File: config.mk
export PLATFORM = sky130hd
export DESIGN_NAME = lorawan_downlink_mac_command_parser
export DESIGN_NICKNAME = d
export VERILOG_FILES = /design/src/design/ldmc_pkg.sv /design/src/design/lorawan_downlink_mac_command_parser.sv
export SDC_FILE = /design/constraint.sdc
export NUM_CORES = 1
export LEC_CHECK = 0
export BUFFER_PORTS_ARGS = -buffer_cell sky130_fd_sc_hd__buf_2
export CAP_MARGIN = 30
export CORE_MARGIN = 2
export CORE_UTILIZATION = 65
export DETAILED_ROUTE_END_ITERATION = 8
export PLACE_DENSITY_LB_ADDON = 0.2
export SLEW_MARGIN = 25
export SYNTH_ARGS = -nofsm -noshare
export SYNTH_HDL_FRONTEND = slang
export SYNTH_SLANG_ARGS = --single-unit
export TNS_END_PERCENT = 30
File: constraint.sdc
create_clock -name i_clk -period 20 [get_ports i_clk]
set_input_delay 3 -clock i_clk [delete_from_list [all_inputs] [get_ports i_clk]]
set_output_delay 3 -clock i_clk [all_outputs]
set_load 0.05 [all_outputs]
File: src/design/ldmc_pkg.sv
package ldmc_pkg;

    localparam int PAYLOAD_MAX = 5;

    // result status codes
    localparam logic [1:0] ST_DECODED   = 2'd0;
    localparam logic [1:0] ST_UNKNOWN   = 2'd1;
    localparam logic [1:0] ST_TRUNCATED = 2'd2;

    // configuration register indexes
    localparam logic CFG_V11     = 1'b0;
    localparam logic CFG_CLASS_B = 1'b1;

    // command tags
    localparam logic [7:0] TAG_LINK_CHECK     = 8'd2;
    localparam logic [7:0] TAG_LINK_ADR       = 8'd3;
    localparam logic [7:0] TAG_DUTY_CYCLE     = 8'd4;
    localparam logic [7:0] TAG_RX_PARAM       = 8'd5;
    localparam logic [7:0] TAG_DEV_STATUS     = 8'd6;
    localparam logic [7:0] TAG_NEW_CHANNEL    = 8'd7;
    localparam logic [7:0] TAG_RX_TIMING      = 8'd8;
    localparam logic [7:0] TAG_TX_PARAM       = 8'd9;
    localparam logic [7:0] TAG_DL_CHANNEL     = 8'd10;
    localparam logic [7:0] TAG_RESET_CONF     = 8'd11;
    localparam logic [7:0] TAG_ADR_PARAM      = 8'd12;
    localparam logic [7:0] TAG_DEVICE_TIME    = 8'd13;
    localparam logic [7:0] TAG_FORCE_REJOIN   = 8'd14;
    localparam logic [7:0] TAG_REJOIN_PARAM   = 8'd15;
    localparam logic [7:0] TAG_PING_SLOT_INFO = 8'd16;
    localparam logic [7:0] TAG_PING_SLOT_CH   = 8'd17;
    localparam logic [7:0] TAG_BEACON_TIMING  = 8'd18;
    localparam logic [7:0] TAG_BEACON_FREQ    = 8'd19;

    localparam logic [6:0] FREQ_SCALE = 7'd100;

    typedef struct packed {
        logic [1:0]  status;
        logic [7:0]  cmd_tag;
        logic [7:0]  byte_a;
        logic [7:0]  byte_b;
        logic [15:0] word_field;
        logic [3:0]  nibble_high;
        logic [3:0]  nibble_low;
        logic [2:0]  tri_a;
        logic [2:0]  tri_b;
        logic [2:0]  tri_c;
        logic [30:0] freq_hz;
        logic [31:0] time_seconds;
    } t_result;

    typedef struct packed {
        logic       known;
        logic [2:0] len;
    } t_len;

    function automatic t_len f_payload_len(input logic [7:0] tag, input logic v11,
                                           input logic class_b);
        t_len r;
        r = '{known: 1'b1, len: 3'd0};
        unique case (tag)
            TAG_LINK_CHECK:     r.len = 3'd2;
            TAG_LINK_ADR:       r.len = 3'd4;
            TAG_DUTY_CYCLE:     r.len = 3'd1;
            TAG_RX_PARAM:       r.len = 3'd4;
            TAG_DEV_STATUS:     r.len = 3'd0;
            TAG_NEW_CHANNEL:    r.len = 3'd5;
            TAG_RX_TIMING:      r.len = 3'd1;
            TAG_TX_PARAM:       r.len = 3'd1;
            TAG_DL_CHANNEL:     r.len = 3'd4;
            TAG_DEVICE_TIME:    r.len = 3'd5;
            TAG_RESET_CONF,
            TAG_ADR_PARAM,
            TAG_REJOIN_PARAM:   begin r.known = v11;     r.len = 3'd1; end
            TAG_FORCE_REJOIN:   begin r.known = v11;     r.len = 3'd2; end
            TAG_PING_SLOT_INFO: begin r.known = class_b; r.len = 3'd0; end
            TAG_PING_SLOT_CH:   begin r.known = class_b; r.len = 3'd4; end
            TAG_BEACON_TIMING,
            TAG_BEACON_FREQ:    begin r.known = class_b; r.len = 3'd3; end
            default:            r.known = 1'b0;
        endcase
        return r;
    endfunction

    // 24-bit little-endian frequency field times 100, fits in 31 bits
    function automatic logic [30:0] f_freq(input logic [7:0] b0, input logic [7:0] b1,
                                           input logic [7:0] b2);
        logic [30:0] v;
        v = {7'd0, b2, b1, b0};
        return v * {24'd0, FREQ_SCALE};
    endfunction

endpackage

File: src/design/lorawan_downlink_mac_command_parser.sv
// Downlink MAC command parser. Takes one command byte per cycle (i_in_valid/o_in_stall),
// tracks the pending tag and its payload bytes, and on the last byte of a command, on an
// unknown or disabled tag, or on a frame that ends mid-command, loads one decoded record
// into the output register, visible in the cycle after the byte's transfer. The decode
// and the frequency scaling (24 x 7 bit multiply) sit in one combinational stage between
// the parser state and the output register, so a byte is taken every cycle; input stalls
// only while the output register holds a record that the consumer is stalling. Register
// writes are always ready and apply from the next tag byte.
module lorawan_downlink_mac_command_parser
    import ldmc_pkg::*;
(
    input  logic        i_clk,
    input  logic        i_rst_n,

    input  logic        i_cfg_valid,
    output logic        o_cfg_ready,
    input  logic        i_cfg_index,
    input  logic        i_cfg_data,

    input  logic        i_in_valid,
    output logic        o_in_stall,
    input  logic [7:0]  i_rx_byte,
    input  logic        i_frame_end,

    output logic        o_out_valid,
    input  logic        i_out_stall,
    output logic [1:0]  o_status,
    output logic [7:0]  o_cmd_tag,
    output logic [7:0]  o_byte_a,
    output logic [7:0]  o_byte_b,
    output logic [15:0] o_word_field,
    output logic [3:0]  o_nibble_high,
    output logic [3:0]  o_nibble_low,
    output logic [2:0]  o_tri_a,
    output logic [2:0]  o_tri_b,
    output logic [2:0]  o_tri_c,
    output logic [30:0] o_freq_hz,
    output logic [31:0] o_time_seconds
);

    logic        r_en_v11;
    logic        r_en_class_b;
    logic [7:0]  r_active_tag;
    logic [2:0]  r_bytes_left;
    logic [2:0]  r_count;
    logic        r_discard;
    logic [7:0]  r_payload [PAYLOAD_MAX];
    logic        r_out_valid;
    t_result     r_out;

    logic [7:0]  n_active_tag;
    logic [2:0]  n_bytes_left;
    logic [2:0]  n_count;
    logic        n_discard;
    logic        n_has_res;
    t_result     n_res;

    logic        w_accept;
    logic        w_out_free;
    logic        w_store_wr;
    t_len        w_len;
    t_result     w_dec;
    logic [7:0]  w_dec_tag;
    logic [7:0]  w_p [PAYLOAD_MAX];
    logic [15:0] w_w14;

    assign o_cfg_ready = 1'b1;
    assign o_in_stall  = r_out_valid & i_out_stall;
    assign w_accept    = i_in_valid & ~o_in_stall;
    assign w_out_free  = ~r_out_valid | ~i_out_stall;
    assign w_store_wr  = w_accept & ~r_discard & (r_bytes_left != 3'd0)
                         & (r_count < 3'(PAYLOAD_MAX));

    always_ff @(posedge i_clk) begin
        if (!i_rst_n) begin
            r_en_v11     <= 1'b0;
            r_en_class_b <= 1'b0;
        end else if (i_cfg_valid && o_cfg_ready) begin
            unique case (i_cfg_index)
                CFG_V11:     r_en_v11     <= i_cfg_data;
                CFG_CLASS_B: r_en_class_b <= i_cfg_data;
                default:     ;
            endcase
        end
    end

    // payload bytes of the current command; the incoming byte stands in at r_count
    always_comb begin
        for (int k = 0; k < PAYLOAD_MAX; k++) begin
            w_p[k] = (r_count == 3'(k)) ? i_rx_byte : r_payload[k];
        end
    end

    assign w_len     = f_payload_len(i_rx_byte, r_en_v11, r_en_class_b);
    assign w_dec_tag = (r_bytes_left == 3'd0) ? i_rx_byte : r_active_tag;
    assign w_w14     = {w_p[1], w_p[0]};

    always_comb begin
        w_dec         = '0;
        w_dec.status  = ST_DECODED;
        w_dec.cmd_tag = w_dec_tag;
        unique case (w_dec_tag)
            TAG_LINK_CHECK: begin
                w_dec.byte_a = w_p[0];
                w_dec.byte_b = w_p[1];
            end
            TAG_LINK_ADR: begin
                w_dec.nibble_high = w_p[0][7:4];
                w_dec.nibble_low  = w_p[0][3:0];
                w_dec.word_field  = {w_p[2], w_p[1]};
                w_dec.tri_a       = w_p[3][6:4];
                w_dec.byte_b      = {4'd0, w_p[3][3:0]};
            end
            TAG_DUTY_CYCLE, TAG_RX_TIMING, TAG_RESET_CONF: begin
                w_dec.nibble_low = w_p[0][3:0];
            end
            TAG_RX_PARAM: begin
                w_dec.tri_a      = w_p[0][6:4];
                w_dec.nibble_low = w_p[0][3:0];
                w_dec.freq_hz    = f_freq(w_p[1], w_p[2], w_p[3]);
            end
            TAG_NEW_CHANNEL: begin
                w_dec.byte_a      = w_p[0];
                w_dec.freq_hz     = f_freq(w_p[1], w_p[2], w_p[3]);
                w_dec.nibble_high = w_p[4][7:4];
                w_dec.nibble_low  = w_p[4][3:0];
            end
            TAG_TX_PARAM: begin
                w_dec.byte_a = {2'd0, w_p[0][5:0]};
            end
            TAG_DL_CHANNEL: begin
                w_dec.byte_a  = w_p[0];
                w_dec.freq_hz = f_freq(w_p[1], w_p[2], w_p[3]);
            end
            TAG_DEVICE_TIME: begin
                w_dec.time_seconds = {w_p[3], w_p[2], w_p[1], w_p[0]};
                w_dec.byte_a       = w_p[4];
            end
            TAG_ADR_PARAM, TAG_REJOIN_PARAM: begin
                w_dec.nibble_high = w_p[0][7:4];
                w_dec.nibble_low  = w_p[0][3:0];
            end
            TAG_FORCE_REJOIN: begin
                w_dec.tri_a      = w_w14[12:10];
                w_dec.tri_b      = w_w14[9:7];
                w_dec.tri_c      = w_w14[6:4];
                w_dec.nibble_low = w_w14[3:0];
            end
            TAG_PING_SLOT_CH: begin
                w_dec.freq_hz    = f_freq(w_p[0], w_p[1], w_p[2]);
                w_dec.nibble_low = w_p[3][3:0];
            end
            TAG_BEACON_TIMING: begin
                w_dec.word_field = {w_p[1], w_p[0]};
                w_dec.byte_a     = w_p[2];
            end
            TAG_BEACON_FREQ: begin
                w_dec.freq_hz = f_freq(w_p[0], w_p[1], w_p[2]);
            end
            default: ;
        endcase
    end

    always_comb begin
        n_active_tag = r_active_tag;
        n_bytes_left = r_bytes_left;
        n_count      = r_count;
        n_discard    = r_discard;
        n_has_res    = 1'b0;
        n_res        = w_dec;

        if (r_discard) begin
            // rest of the frame is dropped
        end else if (r_bytes_left == 3'd0) begin
            if (!w_len.known) begin
                n_has_res     = 1'b1;
                n_res         = '0;
                n_res.status  = ST_UNKNOWN;
                n_res.cmd_tag = i_rx_byte;
                n_discard     = 1'b1;
            end else if (w_len.len == 3'd0) begin
                n_has_res = 1'b1;
            end else begin
                n_active_tag = i_rx_byte;
                n_bytes_left = w_len.len;
                n_count      = 3'd0;
            end
        end else begin
            n_count      = r_count + 3'd1;
            n_bytes_left = r_bytes_left - 3'd1;
            if (r_bytes_left == 3'd1) begin
                n_has_res    = 1'b1;
                n_active_tag = 8'd0;
                n_count      = 3'd0;
            end
        end

        if (i_frame_end) begin
            if (!n_has_res && n_bytes_left != 3'd0) begin
                n_has_res     = 1'b1;
                n_res         = '0;
                n_res.status  = ST_TRUNCATED;
                n_res.cmd_tag = n_active_tag;
            end
            n_active_tag = 8'd0;
            n_bytes_left = 3'd0;
            n_count      = 3'd0;
            n_discard    = 1'b0;
        end
    end

    always_ff @(posedge i_clk) begin
        if (!i_rst_n) begin
            r_active_tag <= 8'd0;
            r_bytes_left <= 3'd0;
            r_count      <= 3'd0;
            r_discard    <= 1'b0;
        end else if (w_accept) begin
            r_active_tag <= n_active_tag;
            r_bytes_left <= n_bytes_left;
            r_count      <= n_count;
            r_discard    <= n_discard;
        end
    end

    always_ff @(posedge i_clk) begin
        if (w_store_wr) begin
            r_payload[r_count] <= i_rx_byte;
        end
    end

    always_ff @(posedge i_clk) begin
        if (!i_rst_n) begin
            r_out_valid <= 1'b0;
        end else if (w_out_free) begin
            r_out_valid <= w_accept & n_has_res;
        end
    end

    always_ff @(posedge i_clk) begin
        if (w_out_free && w_accept && n_has_res) begin
            r_out <= n_res;
        end
    end

    assign o_out_valid    = r_out_valid;
    assign o_status       = r_out.status;
    assign o_cmd_tag      = r_out.cmd_tag;
    assign o_byte_a       = r_out.byte_a;
    assign o_byte_b       = r_out.byte_b;
    assign o_word_field   = r_out.word_field;
    assign o_nibble_high  = r_out.nibble_high;
    assign o_nibble_low   = r_out.nibble_low;
    assign o_tri_a        = r_out.tri_a;
    assign o_tri_b        = r_out.tri_b;
    assign o_tri_c        = r_out.tri_c;
    assign o_freq_hz      = r_out.freq_hz;
    assign o_time_seconds = r_out.time_seconds;

    a_left_range: assert property (@(posedge i_clk) disable iff (!i_rst_n)
        r_count + r_bytes_left <= 3'(PAYLOAD_MAX))
        else $error("payload count plus bytes left exceeds store depth");

    a_discard_idle: assert property (@(posedge i_clk) disable iff (!i_rst_n)
        r_discard |-> (r_bytes_left == 3'd0))
        else $error("discarding while a command is pending");

    a_frame_end_idle: assert property (@(posedge i_clk) disable iff (!i_rst_n)
        (w_accept && i_frame_end) |=> (r_bytes_left == 3'd0 && !r_discard))
        else $error("frame end did not return parser to tag wait");

    a_discard_no_result: assert property (@(posedge i_clk) disable iff (!i_rst_n)
        (w_accept && r_discard && !i_frame_end) |=> !o_out_valid)
        else $error("result produced for a discarded byte");

endmodule

## After elaboration in Yosys (flattened, before gate mapping)

Memories as Yosys holds them, arrays and structs flattened.
Index checks and enable logic that the tools add are counted.

| word-level totals | value |
|---|---|
| bits in registers | 140 |
| bits in latches | 0 |
| RAM bits | 40 |
| bits in read-only memories | 0 |
| input port bits | 16 |
| output and inout port bits | 125 |
| word-level logic and storage cells | 156 |
| memories | 1 |

Memory list:

| memory | words | width | read ports | clocked after memory_dff | wr ports | RTL line | RTL |
|---|---|---|---|---|---|---|---|
| r_payload | 5 | 8 | 5 | 0 | 1 | lorawan_downlink_mac_command_parser.sv:47 | `logic [7:0] r_payload [PAYLOAD_MAX];` |

| cells by class | value |
|---|---|
| add/sub/neg operators | 2 |
| multiply operators | 2 |
| div/mod/pow operators | 0 |
| magnitude comparators | 1 |
| eq/ne operators | 42 |
| shift-type cells | 0 |
| multiplexer cells | 52 |
| bitwise gates (word level) | 12 |
| reductions and logical operators | 25 |

Operators by type and width:

| kind | count |
|---|---|
| 121-bit two-way mux | 3 |
| 122-bit two-way mux | 2 |
| 8-bit by 4-bit equality test with 1-bit output, second input constant | 16 |
| 8-bit two-way mux | 12 |
| 31-bit one-hot mux with 2 select lines | 1 |
| 24-bit by 5-bit multiplier with 29-bit output, second input constant | 2 |
| 8-bit by 3-bit equality test with 1-bit output, second input constant | 7 |
| 8-bit by 5-bit equality test with 1-bit output, second input constant | 7 |
| 3-bit two-way mux | 11 |
| 8-bit by 2-bit equality test with 1-bit output, second input constant | 4 |
| 32-bit two-way mux | 1 |
| 16-bit one-hot mux with 2 select lines | 1 |
| 8-bit one-hot mux with 4 select lines | 1 |
| 8-bit one-hot mux with 2 select lines | 1 |
| 3-bit one-hot mux with 5 select lines | 1 |
| 1-bit two-way mux | 13 |
| 4-bit one-hot mux with 3 select lines | 1 |
| 4-bit OR reduction | 3 |
| 10-bit OR reduction | 1 |
| 3-bit zero test | 3 |
| 3-bit one-hot mux with 3 select lines | 1 |
| 3-bit OR reduction | 3 |
| 4-bit one-hot mux with 2 select lines | 1 |
| 2-bit OR reduction | 4 |
| 20 further kinds | 36 |

## Longest topological paths before layout

| logic depth | value |
|---|---|
| word-level depth | 13 |
| mapped depth | 23 |
| mapped depth without buffers | 21 |

## Least setup slack after synthesis

Ideal clock, no wire load.

| path | value |
|---|---|
| path type | input port to flip-flop |
| start | input i_rx_byte[0] |
| end | register r_out, in the netlist o_byte_a[0], enable pin |
| library setup time | 0.601 ns |
| arrival | 9.269 ns |
| required time | 19.399 ns |
| path slack | 10.130 ns |
| stages on the path | 9 |
| buffers on the path | 1 |
| cell sequence | buf_2 mux2i_1 o221ai_2 a21oi_2 a211o_1 nand3_1 nand3_1 a21oi_1 nor2_1 |

| between the ends | value |
|---|---|
| longest elaborated chain between the ends | 13 |
| elaborated cells on any way between the ends | 43 |
| those cells by class | 18 x eq/ne; 12 x mux; 13 x reduce/logical |

RTL lines:

| element | RTL line | RTL |
|---|---|---|
| start, declared | lorawan_downlink_mac_command_parser.sv:22 | `input logic [7:0] i_rx_byte,` |
| 8-bit by 4-bit equality test with 1-bit output (tied with other cells) | ldmc_pkg.sv:60 | `unique case (tag)` |
| 6-bit OR reduction (no source line) (tied with other cells) | - |  |
| 3-bit one-hot mux with 5 select lines | ldmc_pkg.sv:60 |  |
| 3-bit zero test | lorawan_downlink_mac_command_parser.sv:181 | `end else if (w_len.len == 3'd0) begin` |
| 3-bit two-way mux or 1-bit two-way mux (tied branches) | lorawan_downlink_mac_command_parser.sv:181 |  |
| 3-bit two-way mux or 1-bit two-way mux (tied branches) | lorawan_downlink_mac_command_parser.sv:175 | `if (!w_len.known) begin` |
| 3-bit two-way mux or 1-bit two-way mux (tied branches) | lorawan_downlink_mac_command_parser.sv:174 | `end else if (r_bytes_left == 3'd0) begin` |
| 3-bit two-way mux or 1-bit two-way mux (tied branches) | lorawan_downlink_mac_command_parser.sv:172 | `if (r_discard) begin` |
| 3-bit nonzero test or 1-bit zero test (tied branches) | lorawan_downlink_mac_command_parser.sv:199 | `if (!n_has_res && n_bytes_left != 3'd0) begin` |
| 1-bit logical AND | lorawan_downlink_mac_command_parser.sv:199 |  |
| 1-bit two-way mux | lorawan_downlink_mac_command_parser.sv:199 |  |
| 1-bit two-way mux * | lorawan_downlink_mac_command_parser.sv:198 | `if (i_frame_end) begin` |
| 1-bit logical AND * | lorawan_downlink_mac_command_parser.sv:241 | `if (w_out_free && w_accept && n_has_res) begin` |
| end signal, assigned | lorawan_downlink_mac_command_parser.sv:242 | `r_out <= n_res;` |
| end, declared | lorawan_downlink_mac_command_parser.sv:49 | `t_result r_out;` |

Every way passes the cells marked *; elsewhere a longest branch is shown, timed or not.
A chain may end at the register's enable or synchronous reset.

==> impl_metrics.py <==
metrics = {
    "placement": {
        "dp_hpwl_um": 24300,
        "routabilityCongestion": 0.980,
        "io_buffers": 137,
        "pre_cts_ws_ns": 11.67,
        "placed_area_um2": 13100,
    },
    "status": {
        "status": "complete, no violations",
    },
    "clocking": {
        "cts_resized": 0,
        "cts.hold.buffers_added": 0,
        "clkTransAtPathRegs_ns": 0.08,
        "clockBufferDepth": 2,
        "htree_levels": 4,
        "cts_setup_buffers": 0,
        "cts_tree": "done",
        "numClockSinks": 178,
        "cts_root_buf": "clkbuf_16",
        "cts_buffers": 17,
        "insertion_delay_ns": 0.44,
    },
    "grt": {
        "first_global_vias": 8818,
        "grt_max_degree": 86,
        "grt.overflow.total": 0,
        "track_usage_pct": 32.7,
        "antenna_found_initial": 0,
        "grt_pass1_wl_um": 49400,
    },
    "sta": {
        "fmax_mhz": 126,
        "fin_skew_ns": 0.0130,
        "max_slew_margin_pct": 34.6,
        "hold_viol_final": 0,
        "min_period_over_period_pct": 39.8,
        "tns_ns": 0,
        "finalCriticalPeriod_ns": 7.96,
        "final.setup.worst_slack_ns": 12.04,
        "final-setup-viol-count": 0,
        "worst_pin_slew_ns": 0.982,
        "rsz0062_at_grt": "false",
        "slew_viol_final": 0,
    },
    "worst_setup_path": {
        "ff2ff_setup_slack_ns": 13.54,
        "cpPeakStageDelay_ns": 0.79,
        "worst_ep_arrival_time_ns": 8.15,
        "slowest_stage": "o41ai_1",
        "critPathMaxFanout": 16,
        "start_kind": "primary input",
        "crit_chain": "buf_2 -> inv_1 -> o21ai_1 -> buf_4 -> ha_1 -> ha_1 -> inv_1 -> fa_1 -> inv_1 -> ha_1 -> nand4_1 -> o22ai_1 -> o31ai_1 -> a21boi_1 -> o41ai_1 -> o311ai_1 -> o31ai_1 -> xor2_1 -> o22ai_1",
        "endpoint_kind": "register",
        "reg2reg_depth": 20,
        "crit_type": "in2reg",
        "cp-endpoint": "o_freq_hz[29]$_DFFE_PP_",
        "crit_start": "i_rx_byte[0]",
        "reg2reg_to": "o_freq_hz[29]$_DFFE_PP_",
        "required_ns": 20.19,
        "r2r-start": "r_count[0]$_SDFFE_PN0P_",
    },
    "final_layout": {
        "finish.instance_area_um2": 13700,
        "diodes": 0,
        "drive_gt1_share_pct": 17.9,
        "final_nets": 1468,
        "fin_util_pct": 73.8,
        "syn2layout_area_growth_pct": 12.0,
    },
    "logic_synthesis": {
        "avgSynthCellArea_um2": 10.4,
        "synth-simple-area-share_pct": 11.6,
        "synth_area_leaders": "edfxtp_1 (39%), ha_1 (12%), fa_1 (4.4%)",
        "synth_flop_cell": "edfxtp_1",
        "synth_fa_ha_area_share_pct": 16.7,
        "synthMuxAreaShare_pct": 3.57,
        "synth_compound_area_share_pct": 15.2,
        "synth_edf_count": 160,
        "synth_top_cell_by_area": "edfxtp_1",
        "synthXorXnorAreaFrac_pct": 3.76,
        "yosys_warnings": 0,
        "synth_common_cells": "edfxtp_1 (160), inv_1 (141), nor2_1 (137)",
        "synth.most_common_cell": "edfxtp_1",
        "yosys_register_bits": 178,
        "synth_area_um2": 12200,
        "yosysSeqAreaShare_pct": 42.2,
        "syn_inst": 1182,
        "yosys.area.top_type_share_pct": 39.2,
        "async_flop_share_pct": 0,
        "ys_types": 82,
        "synth_top_family_by_area": "adder cells",
    },
    "routing": {
        "ant_nets": 0,
        "drc": 0,
        "drt_iter0_drc": 842,
        "wl_um": 32700,
        "via_per_inst": 6.18,
        "first_pass_iters": 8,
        "vias": 9590,
        "wl_per_cell_um": 21.1,
    },
    "die": {
        "dieArea_um2": 20000,
        "rows": 50,
        "design.core.area_um2": 18600,
        "ioPinCount": 141,
        "die_w_um": 141,
        "start_util_pct": 65.9,
        "die_h_um": 141,
    },
    "power": {
        "pwr-share-seq_pct": 44.1,
        "p_clk_share_pct": 34.4,
        "switchingPower_mw": 0.340,
        "p_leak_nw": 6.01,
        "power_density_nw_per_um2": 72.3,
        "pwr-share-comb_pct": 21.5,
        "p_sw_share_pct": 34.3,
        "internal_power_mw": 0.651,
        "irDropWorstVdd_mv": 0.0780,
    },
    "worst_hold_path": {
        "hold_path.class": "reg2reg",
    },
    "flow_run": {
        "cap_violations": 0,
    },
}
==> final cells by class <==
class / count / area (µm²)
repair buffers: 156 / 866
clock inverters: 15 / 173
clock buffers: 17 / 425
flip-flops and latches: 178 / 5160
multi-input cells: 810 / 6260
well taps: 234 / 293
inverters: 142 / 533
fillers: 1321 / 4870
==> through the flow <==
step / hold WS, ns / power, mW / cells
4_1_cts: 0.479 / 0.991 / 1548
6_report: 0.482 / 0.991 / 1552
3_3_place_gp: 0.468 / 0.652 / 1514
2_1_floorplan: 0.444 / 0.610 / 1183
3_5_place_dp: 0.467 / 0.655 / 1516
5_1_grt: 0.519 / 1.02 / 1552
==> power groups by stage <==
stage               clock network [mW]  logic (mW)  registers (mW)
floorplan                            0      0.0817           0.528
global placement                     0       0.206           0.445
detailed placement                   0       0.209           0.446
CTS                              0.344       0.210           0.437
global route                     0.356       0.225           0.439
finish                           0.341       0.213           0.437
==> layout by cell type, fill, tap and decap left out, types with 22 or more instances in the layout <==
cell and n:
edfxtp_1 160, a22oi_1 50, ha_1 120, o21ai_0 31, xnor2_1 34, nand2_1 54
buf_2 138, inv_1 141, a21o_1 22, fa_1 27, mux2i_1 29, nor2_1 136
a21oi_1 62
==> kinds of logic (layout without fill, tap and decap cells) <==
group | after synthesis | in the layout
AND/OR/NAND/NOR | 302 | 302
other | 2 | 3
AO/OA/AOI/OAI | 266 | 266
multiplexers | 41 | 41
buffers and inverters | 195 | 330
adder cells (fa/ha/maj) | 147 | 147
flip-flops | 178 | 178
XOR/XNOR | 51 | 51
==> state kept, by name (all words and copies together), names as in the netlist, 4 cells and up <==
signal          count
o_time_seconds     32
o_nibble_low        4
o_freq_hz          29
r_payload          40
r_active_tag        8
o_word_field       16
o_nibble_high       4
o_byte_b            8
o_cmd_tag           8
o_byte_a            8
==> worst min-delay path by stage <==
stage	start	end	slack, ns	cells past startpoint
floorplan	r_en_class_b$_SDFFE_PN0P_	r_en_class_b$_SDFFE_PN0P_	0.44	2
detailed placement	r_en_class_b$_SDFFE_PN0P_	r_en_class_b$_SDFFE_PN0P_	0.47	2
global placement	r_en_class_b$_SDFFE_PN0P_	r_en_class_b$_SDFFE_PN0P_	0.47	2
CTS	r_en_class_b$_SDFFE_PN0P_	r_en_class_b$_SDFFE_PN0P_	0.48	2
global route	r_active_tag[6]$_SDFFE_PN0P_	r_active_tag[6]$_SDFFE_PN0P_	0.52	1
finish	r_en_class_b$_SDFFE_PN0P_	r_en_class_b$_SDFFE_PN0P_	0.48	2
==> routing by layer <==
layer | GRT usage (%) | share of wire (%)
met2 | 50.0 | 45
met1 | 46.6 | 42
met4 | 9.37 | 2.6
met5 | 0 | 0
met3 | 8.10 | 10
==> critical path, delay by kind of cell <==
| family | cells | cell delay (ns) |
|---|---|---|
| adders and majority gates | 4 | 1.36 |
| AOI/OAI and AO/OA | 8 | 2.67 |
| buffers and inverters | 5 | 0.78 |
| xor gates and xnor gates | 1 | 0.18 |
| and+or+nand+nor | 1 | 0.15 |
(Power assumes the default switching activity.)
